===== config.mk =====
export PLATFORM = sky130hd
export DESIGN_NAME = polygon_ring_classifier_flat
export DESIGN_NICKNAME = d
export VERILOG_FILES = /design/src/prc_pkg.sv /design/src/prc_ifs.sv /design/src/prc_term_stage.sv /design/src/polygon_ring_classifier.sv /design/src/flat_wrapper.sv
export SDC_FILE = /design/constraint.sdc
export NUM_CORES = 2
export LEC_CHECK = 0
export BUFFER_PORTS_ARGS = -buffer_cell sky130_fd_sc_hd__buf_4
export CORE_MARGIN = 1.5
export CORE_UTILIZATION = 30
export CTS_BUF_LIST = sky130_fd_sc_hd__clkbuf_4 sky130_fd_sc_hd__clkbuf_8
export DETAILED_ROUTE_END_ITERATION = 8
export GPL_ROUTABILITY_DRIVEN = 0
export PLACE_DENSITY = 0.51
export SETUP_SLACK_MARGIN = 0.3
export SYNTH_ARGS = -nofsm -noshare
export SYNTH_HDL_FRONTEND = slang
export SYNTH_SLANG_ARGS = --single-unit

===== constraint.sdc =====
create_clock -name clk -period 24.4 [get_ports clk]
set_input_delay 4.88 -clock clk [delete_from_list [all_inputs] [get_ports clk]]
set_output_delay 4.88 -clock clk [all_outputs]
set_load 0.1 [all_outputs]

===== src/prc_pkg.sv =====
// Shared types and constants for the polygon ring classifier.
`default_nettype none

package prc_pkg;

	localparam int XY_W             = 16;
	localparam int SUM_W            = XY_W + 1;
	localparam int PROD_W           = 2 * SUM_W;
	localparam int DELTA_W          = PROD_W + 1;
	localparam int AREA_W           = 45;
	localparam int POLY_W           = 8;
	localparam int MAX_POLYGONS_DEF = 256;

	localparam logic signed [AREA_W-1:0] AREA_MAX = {1'b0, {(AREA_W-1){1'b1}}};
	localparam logic signed [AREA_W-1:0] AREA_MIN = {1'b1, {(AREA_W-1){1'b0}}};

	localparam logic [1:0] SIGN_UNSET = 2'd0;
	localparam logic [1:0] SIGN_POS   = 2'd1;
	localparam logic [1:0] SIGN_NEG   = 2'd2;

	typedef struct packed {
		logic signed [XY_W-1:0] vx;
		logic signed [XY_W-1:0] vy;
		logic                   ring_end;
		logic                   feature_end;
	} vtx_t;

	typedef struct packed {
		logic signed [AREA_W-1:0] ring_area;
		logic                     ring_kept;
		logic                     starts_polygon;
		logic [POLY_W-1:0]        polygon_number;
		logic                     feature_done;
	} res_t;

	typedef struct packed {
		logic signed [PROD_W-1:0] pair;
		logic signed [PROD_W-1:0] close;
		logic                     ring_start;
		logic                     ring_end;
		logic                     feature_end;
	} term_t;

endpackage

`default_nettype wire


===== src/prc_ifs.sv =====
// Valid/ready channel interfaces for vertex and result beats.
`default_nettype none

interface prc_vtx_if;
	import prc_pkg::*;
	logic valid;
	logic ready;
	vtx_t data;
	modport source (output valid, output data, input ready);
	modport sink   (input valid, input data, output ready);
endinterface

interface prc_res_if;
	import prc_pkg::*;
	logic valid;
	logic ready;
	res_t data;
	modport source (output valid, output data, input ready);
	modport sink   (input valid, input data, output ready);
endinterface

`default_nettype wire


===== src/prc_term_stage.sv =====
// Input register, ring vertex tracking and the two shoelace products.
`default_nettype none

module prc_term_stage (
	input  logic           clk,
	input  logic           arst_n,
	prc_vtx_if.sink        vertices,
	input  logic           take,
	output logic           term_valid,
	output prc_pkg::term_t term
);
	import prc_pkg::*;

	logic                   v_s1;
	vtx_t                   vtx_s1;
	logic                   v_s2;
	term_t                  term_s2;
	logic                   at_ring_start_q;
	logic signed [XY_W-1:0] first_x_q;
	logic signed [XY_W-1:0] first_y_q;
	logic signed [XY_W-1:0] prev_x_q;
	logic signed [XY_W-1:0] prev_y_q;

	logic                     adv1;
	logic signed [XY_W-1:0]   fx;
	logic signed [XY_W-1:0]   fy;
	logic signed [SUM_W-1:0]  dx_p;
	logic signed [SUM_W-1:0]  sy_p;
	logic signed [SUM_W-1:0]  dx_c;
	logic signed [SUM_W-1:0]  sy_c;
	logic signed [PROD_W-1:0] prod_p;
	logic signed [PROD_W-1:0] prod_c;
	logic signed [PROD_W-1:0] pair;
	logic signed [PROD_W-1:0] close;

	assign adv1           = v_s1 && (!v_s2 || take);
	assign vertices.ready = !v_s1 || adv1;
	assign term_valid     = v_s2;
	assign term           = term_s2;

	always_comb begin
		fx     = at_ring_start_q ? vtx_s1.vx : first_x_q;
		fy     = at_ring_start_q ? vtx_s1.vy : first_y_q;
		dx_p   = SUM_W'(prev_x_q) - SUM_W'(vtx_s1.vx);
		sy_p   = SUM_W'(vtx_s1.vy) + SUM_W'(prev_y_q);
		dx_c   = SUM_W'(vtx_s1.vx) - SUM_W'(fx);
		sy_c   = SUM_W'(fy) + SUM_W'(vtx_s1.vy);
		prod_p = dx_p * sy_p;
		prod_c = dx_c * sy_c;
		pair   = at_ring_start_q ? '0 : prod_p;
		close  = vtx_s1.ring_end ? prod_c : '0;
	end

	always_ff @(posedge clk or negedge arst_n) begin
		if (!arst_n) begin
			v_s1            <= 1'b0;
			v_s2            <= 1'b0;
			at_ring_start_q <= 1'b1;
			first_x_q       <= '0;
			first_y_q       <= '0;
			prev_x_q        <= '0;
			prev_y_q        <= '0;
		end else begin
			if (vertices.ready) begin
				v_s1 <= vertices.valid;
			end
			if (adv1) begin
				v_s2            <= 1'b1;
				first_x_q       <= fx;
				first_y_q       <= fy;
				prev_x_q        <= vtx_s1.vx;
				prev_y_q        <= vtx_s1.vy;
				at_ring_start_q <= vtx_s1.ring_end;
			end else if (take) begin
				v_s2 <= 1'b0;
			end
		end
	end

	always_ff @(posedge clk) begin
		if (vertices.valid && vertices.ready) begin
			vtx_s1 <= vertices.data;
		end
		if (adv1) begin
			term_s2.pair        <= pair;
			term_s2.close       <= close;
			term_s2.ring_start  <= at_ring_start_q;
			term_s2.ring_end    <= vtx_s1.ring_end;
			term_s2.feature_end <= vtx_s1.feature_end;
		end
	end

endmodule

`default_nettype wire


===== src/polygon_ring_classifier.sv =====
// Top level: shoelace area accumulation, ring classification and result register.
// A ring's last vertex passes the input register, the term register and the result register before its result shows.
// Throughput: one vertex per cycle unless a waiting result beat stalls a ring's last vertex, set by the
// 17x17 product stage and the 46-bit saturating accumulate loop.
// With a result beat waiting, vertices flow until a ring's last one stalls at the accumulator.
// Reset (arst_n low, asynchronous): pipeline empty, ring and feature trackers at start.
`default_nettype none

module polygon_ring_classifier #(
	parameter int MAX_POLYGONS = prc_pkg::MAX_POLYGONS_DEF
) (
	input  logic      clk,
	input  logic      arst_n,
	prc_vtx_if.sink   vertices,
	prc_res_if.source results
);
	import prc_pkg::*;

	localparam int               CAP   = (MAX_POLYGONS < 256) ? MAX_POLYGONS : 256;
	localparam logic [POLY_W:0]  CAP_W = (POLY_W+1)'(CAP);

	logic  term_valid;
	term_t term;
	logic  take;
	logic  out_free;

	logic signed [AREA_W-1:0] area_q;
	logic                     at_feature_start_q;
	logic [1:0]               outer_sign_q;
	logic [POLY_W-1:0]        poly_cnt_q;
	logic                     out_valid_q;
	res_t                     res_q;

	logic signed [DELTA_W-1:0] delta;
	logic signed [AREA_W-1:0]  base;
	logic signed [AREA_W:0]    sum;
	logic signed [AREA_W-1:0]  area;
	logic [1:0]                sign;
	logic                      kept;
	logic                      starts;
	logic [1:0]                outer_nx;
	logic [POLY_W-1:0]         poly_nx;
	logic [POLY_W-1:0]         num;

	prc_term_stage u_term (
		.clk        (clk),
		.arst_n     (arst_n),
		.vertices   (vertices),
		.take       (take),
		.term_valid (term_valid),
		.term       (term)
	);

	assign out_free      = !out_valid_q || results.ready;
	assign take          = term_valid && (!term.ring_end || out_free);
	assign results.valid = out_valid_q;
	assign results.data  = res_q;

	always_comb begin
		delta = DELTA_W'(term.pair) + DELTA_W'(term.close);
		base  = term.ring_start ? '0 : area_q;
		sum   = (AREA_W+1)'(base) + (AREA_W+1)'(delta);
		if (sum[AREA_W] != sum[AREA_W-1]) begin
			area = sum[AREA_W] ? AREA_MIN : AREA_MAX;
		end else begin
			area = sum[AREA_W-1:0];
		end

		sign     = area[AREA_W-1] ? SIGN_NEG : SIGN_POS;
		kept     = 1'b0;
		starts   = 1'b0;
		num      = '0;
		outer_nx = outer_sign_q;
		poly_nx  = poly_cnt_q;
		if (at_feature_start_q && term.feature_end) begin
			kept   = 1'b1;
			starts = 1'b1;
		end else if (area != '0) begin
			kept = 1'b1;
			if (outer_sign_q == SIGN_UNSET) begin
				outer_nx = sign;
				poly_nx  = '0;
				starts   = 1'b1;
			end else if (sign == outer_sign_q) begin
				if (({1'b0, poly_cnt_q} + (POLY_W+1)'(1)) < CAP_W) begin
					poly_nx = poly_cnt_q + POLY_W'(1);
				end
				starts = 1'b1;
			end
			num = poly_nx;
		end
		if (term.feature_end) begin
			outer_nx = SIGN_UNSET;
			poly_nx  = '0;
		end
	end

	always_ff @(posedge clk or negedge arst_n) begin
		if (!arst_n) begin
			area_q             <= '0;
			at_feature_start_q <= 1'b1;
			outer_sign_q       <= SIGN_UNSET;
			poly_cnt_q         <= '0;
			out_valid_q        <= 1'b0;
		end else begin
			if (take) begin
				area_q <= area;
				if (term.ring_end) begin
					at_feature_start_q <= term.feature_end;
					outer_sign_q       <= outer_nx;
					poly_cnt_q         <= poly_nx;
				end
			end
			if (take && term.ring_end) begin
				out_valid_q <= 1'b1;
			end else if (results.ready) begin
				out_valid_q <= 1'b0;
			end
		end
	end

	always_ff @(posedge clk) begin
		if (take && term.ring_end) begin
			res_q.ring_area      <= area;
			res_q.ring_kept      <= kept;
			res_q.starts_polygon <= starts;
			res_q.polygon_number <= num;
			res_q.feature_done   <= term.feature_end;
		end
	end

endmodule

`default_nettype wire


===== src/flat_wrapper.sv =====
// flat-port wrapper written by rule: the top's interface ports become plain ports
module polygon_ring_classifier_flat import prc_pkg::*;
#(
	parameter int MAX_POLYGONS = prc_pkg::MAX_POLYGONS_DEF
)
  (clk, arst_n, vertices_valid, vertices_data, vertices_ready, results_valid, results_data, results_ready);
  prc_vtx_if vertices_i ();
  prc_res_if results_i ();
  input  logic clk;
  input  logic arst_n;
  input wire logic [$bits(vertices_i.valid)-1:0] vertices_valid;
  input wire logic [$bits(vertices_i.data)-1:0] vertices_data;
  output wire logic [$bits(vertices_i.ready)-1:0] vertices_ready;
  output wire logic [$bits(results_i.valid)-1:0] results_valid;
  output wire logic [$bits(results_i.data)-1:0] results_data;
  input wire logic [$bits(results_i.ready)-1:0] results_ready;
  assign vertices_i.valid = vertices_valid;
  assign vertices_i.data = vertices_data;
  assign vertices_ready = vertices_i.ready;
  assign results_valid = results_i.valid;
  assign results_data = results_i.data;
  assign results_i.ready = results_ready;
  polygon_ring_classifier #(.MAX_POLYGONS(MAX_POLYGONS)) u_core (.clk(clk), .arst_n(arst_n), .vertices(vertices_i), .results(results_i));
endmodule

==> run summary <==
Status = complete, no violations
Register area share after synthesis = 20.37%
Ys flop type = edfxtp_1
Initial Util = 30.18%
Number of synthesized flops with an enable pin = 161
Final setup viols = 0
Pre-antenna DRT Iters = 5
Top delay family on crit path = adder cells
First-pass GRT wire length = 172.6 mm
Setup TNS = 0 ps
Synth warnings = 0
Placed cell area = 42030 µm²
Final ANT Viol Nets = 0
Inserted Clock Buffers = 49
Synth Register Bits = 285
Core area = 129200 µm²
Critical path required time = 24780 ps
Core Rows = 132
Yosys top cell by area = fa_1
Vias in the first global route = 28870
Worst-path clk slew = 60 ps
Most used cell, CP = fa_1
Clock insertion delay at the later pin of the skew report = 680 ps
Final non-filler cell area = 43120 µm²
Port bufs = 95
Initial antenna violation count = 3
Synth unique cells = 88
Ys async rst share = 43.51%
Slew Limit Fails = 0
Crit. End Element = flip-flop
Met2 GRT Util = 26.60%
CTS sink count = 285
Fill cells = 13465
Post-Syn Instances = 4028
Final min period = 11640 ps
Setup Skew = 48.36 ps
Unrepaired setup endpoints after global routing = false
Layout cell share with drive strength beyond 1 = 9.674%
Synth area leaders = fa_1 33%, edfxtp_1 12%, ha_1 9.0%
Setup CP Type = reg -> reg
Number of max-cap violations = 0
Fin crit share = 47.69%
Post-synth top area share = 32.97%
Worst-path fanout max = 53
Worst Tran Pin Value = 1082 ps
Mapped Area = 38980 µm²
H-tree Lvls = 2
Crit path max-delay cell type = dfstp_2
Final hold violation count = 0
DIE AREA = 132100 µm²
Hold buffers post-CTS = 0
GRT met3 Usage = 2.861%
Critical path buffers and inverters = 4
Synth-to-Final Area Change = 10.59%
Die H = 363.5 µm
Post-placement worst setup slack = 12870 ps
Total Routing Usage GR = 16.91%
Grt ovf = 0
Fmax = 85.95 MHz
Vias = 27725
Slew headroom = 27.50%
Io pins = 96
CP Launch Type = flip-flop
Max Root-Sink Buffers = 3
Drt initial violations = 1630
Crit-path max cell delay = 910 ps
Syn_nets = 4989
WP data arrival = 12010 ps
Fin Hold WS = 421.3 ps
Largest net degree at the start of global routing = 86
Root Buffer = clkbuf_8
Vias per cell = 4.691
DP Wirelength = 88.33 mm
Busiest grt layer = met2
Routing usage on met1 = 24.63%
PostCTS Resize Cnt = 0
Die W = 363.5 µm
Total wire length = 110.4 mm
Wirelength per Cell = 18.67 µm
PnR worst setup slack = 12760 ps
Setup bufs post-CTS = 0
Syn_area_per_cell = 9.678 µm²
# DRC = 0
CTS tree = built
Layout Nets = 5086
Hold crit path type = reg -> reg
final cells by class:
cell class	count	area (µm²)	area share (%)
repair buffers	173	1303	3.021
multi-input cells	2907	27950	64.82
flip-flops and latches	285	7940	18.42
clock buffers	67	834.6	1.936
diodes	2	5.005	0.01161
well taps	1742	2180	5.055
clock inverters	25	246.5	0.5717
inverters	709	2661	6.173
metrics by stage:
step                      util [%]  cells
final                        33.38   5910
after CTS                    33.38   5908
after global placement       32.54   5816
after floorplan                  -   4028
after detailed placement     32.54   5816
after global routing         33.38   5909
placed cells by master, fill, tap and decap left out, drive strengths merged, types with 15 or more instances in the layout:
| cell type | count |
|---|---|
| a21oi | 115 |
| a211oi | 21 |
| o21bai | 23 |
| a31oi | 36 |
| inv | 709 |
| nor2 | 345 |
| mux2i | 25 |
| nor3 | 37 |
| or2 | 27 |
| and3 | 16 |
| nand2b | 40 |
| nor2b | 96 |
| o21a | 28 |
| fa | 642 |
| xnor2 | 114 |
| edfxtp | 161 |
| ha | 281 |
| a21boi | 20 |
| clkbuf | 67 |
| or3 | 15 |
| nand4 | 22 |
| and2 | 88 |
| clkinv | 18 |
| a21o | 53 |
| o21ai | 140 |
| xor2 | 45 |
| nand2 | 441 |
| buf | 173 |
| dfrtp | 122 |
| mux2 | 75 |
| nand3 | 33 |
path summary, 6_finish.rpt:
kind	to	cells past startpoint	slack, ps	startpoint
max	u_core.u_term.term[36]	38	12760	u_core.u_term.at_ring_start_q
min	u_core.u_term.term[0]	0	420	u_core.u_term.vtx_s1[0]
max reg2reg	u_core.u_term.term[36]	38	12760	u_core.u_term.at_ring_start_q
min reg2reg	u_core.u_term.term[0]	0	420	u_core.u_term.vtx_s1[0]
max in group asynchronous	u_core.u_term.first_x_q[10]	2	18750	arst_n
min in group asynchronous	u_core.area_q[6]	1	4210	arst_n
cell usage after synthesis (10+ instances only):
cell,instances
nor2b_1,96
nand3_1,32
o211ai_1,10
dfrtp_1,122
and2_1,88
fa_1,642
nor2_1,344
o21a_1,28
o31ai_1,12
mux2_2,75
and3_1,16
o21ai_0,133
nand2_1,441
o21bai_1,23
nor3_1,37
nand4_1,20
a211oi_1,19
a21o_1,53
xnor2_1,114
nand2b_1,40
edfxtp_1,161
clkbuf_1,111
a21boi_0,15
a31oi_1,34
inv_1,706
or3_1,15
a21oi_1,111
mux2i_1,25
or2_2,25
ha_1,281
xor2_1,45
registers in the layout, summed over array words and instances, names as in the netlist:
name                           flops
u_core.area_q                     45
u_core.at_feature_start_q          1
u_core.outer_sign_q                2
u_core.poly_cnt_q                  8
u_core.results.data               56
u_core.results.valid               1
u_core.u_term.at_ring_start_q      1
u_core.u_term.first_x_q           16
u_core.u_term.first_y_q           16
u_core.u_term.prev_x_q            16
u_core.u_term.prev_y_q            16
u_core.u_term.term                71
u_core.u_term.term_valid           1
u_core.u_term.v_s1                 1
u_core.u_term.vtx_s1              34
metal layers:
layer	part of all wire, %	up-vias
met2	44	658
met4	1.4	0
met1	49	13947
met5	0	-
li1	-	13027
met3	5.6	93
cells by family after synthesis:
group / after synthesis / share of synthesized area (%)
and+or+nand+nor: 1202 / 14.34
adders and majority gates: 923 / 41.99
buffers and inverters: 836 / 8.130
AOI/OAI and AO/OA: 523 / 8.800
DFF: 285 / 20.37
xor gates and xnor gates: 159 / 3.572
muxes: 100 / 2.808
Power is not shown: default switching activity piles up to over one toggle a cycle in this logic, so the estimate is an artifact.
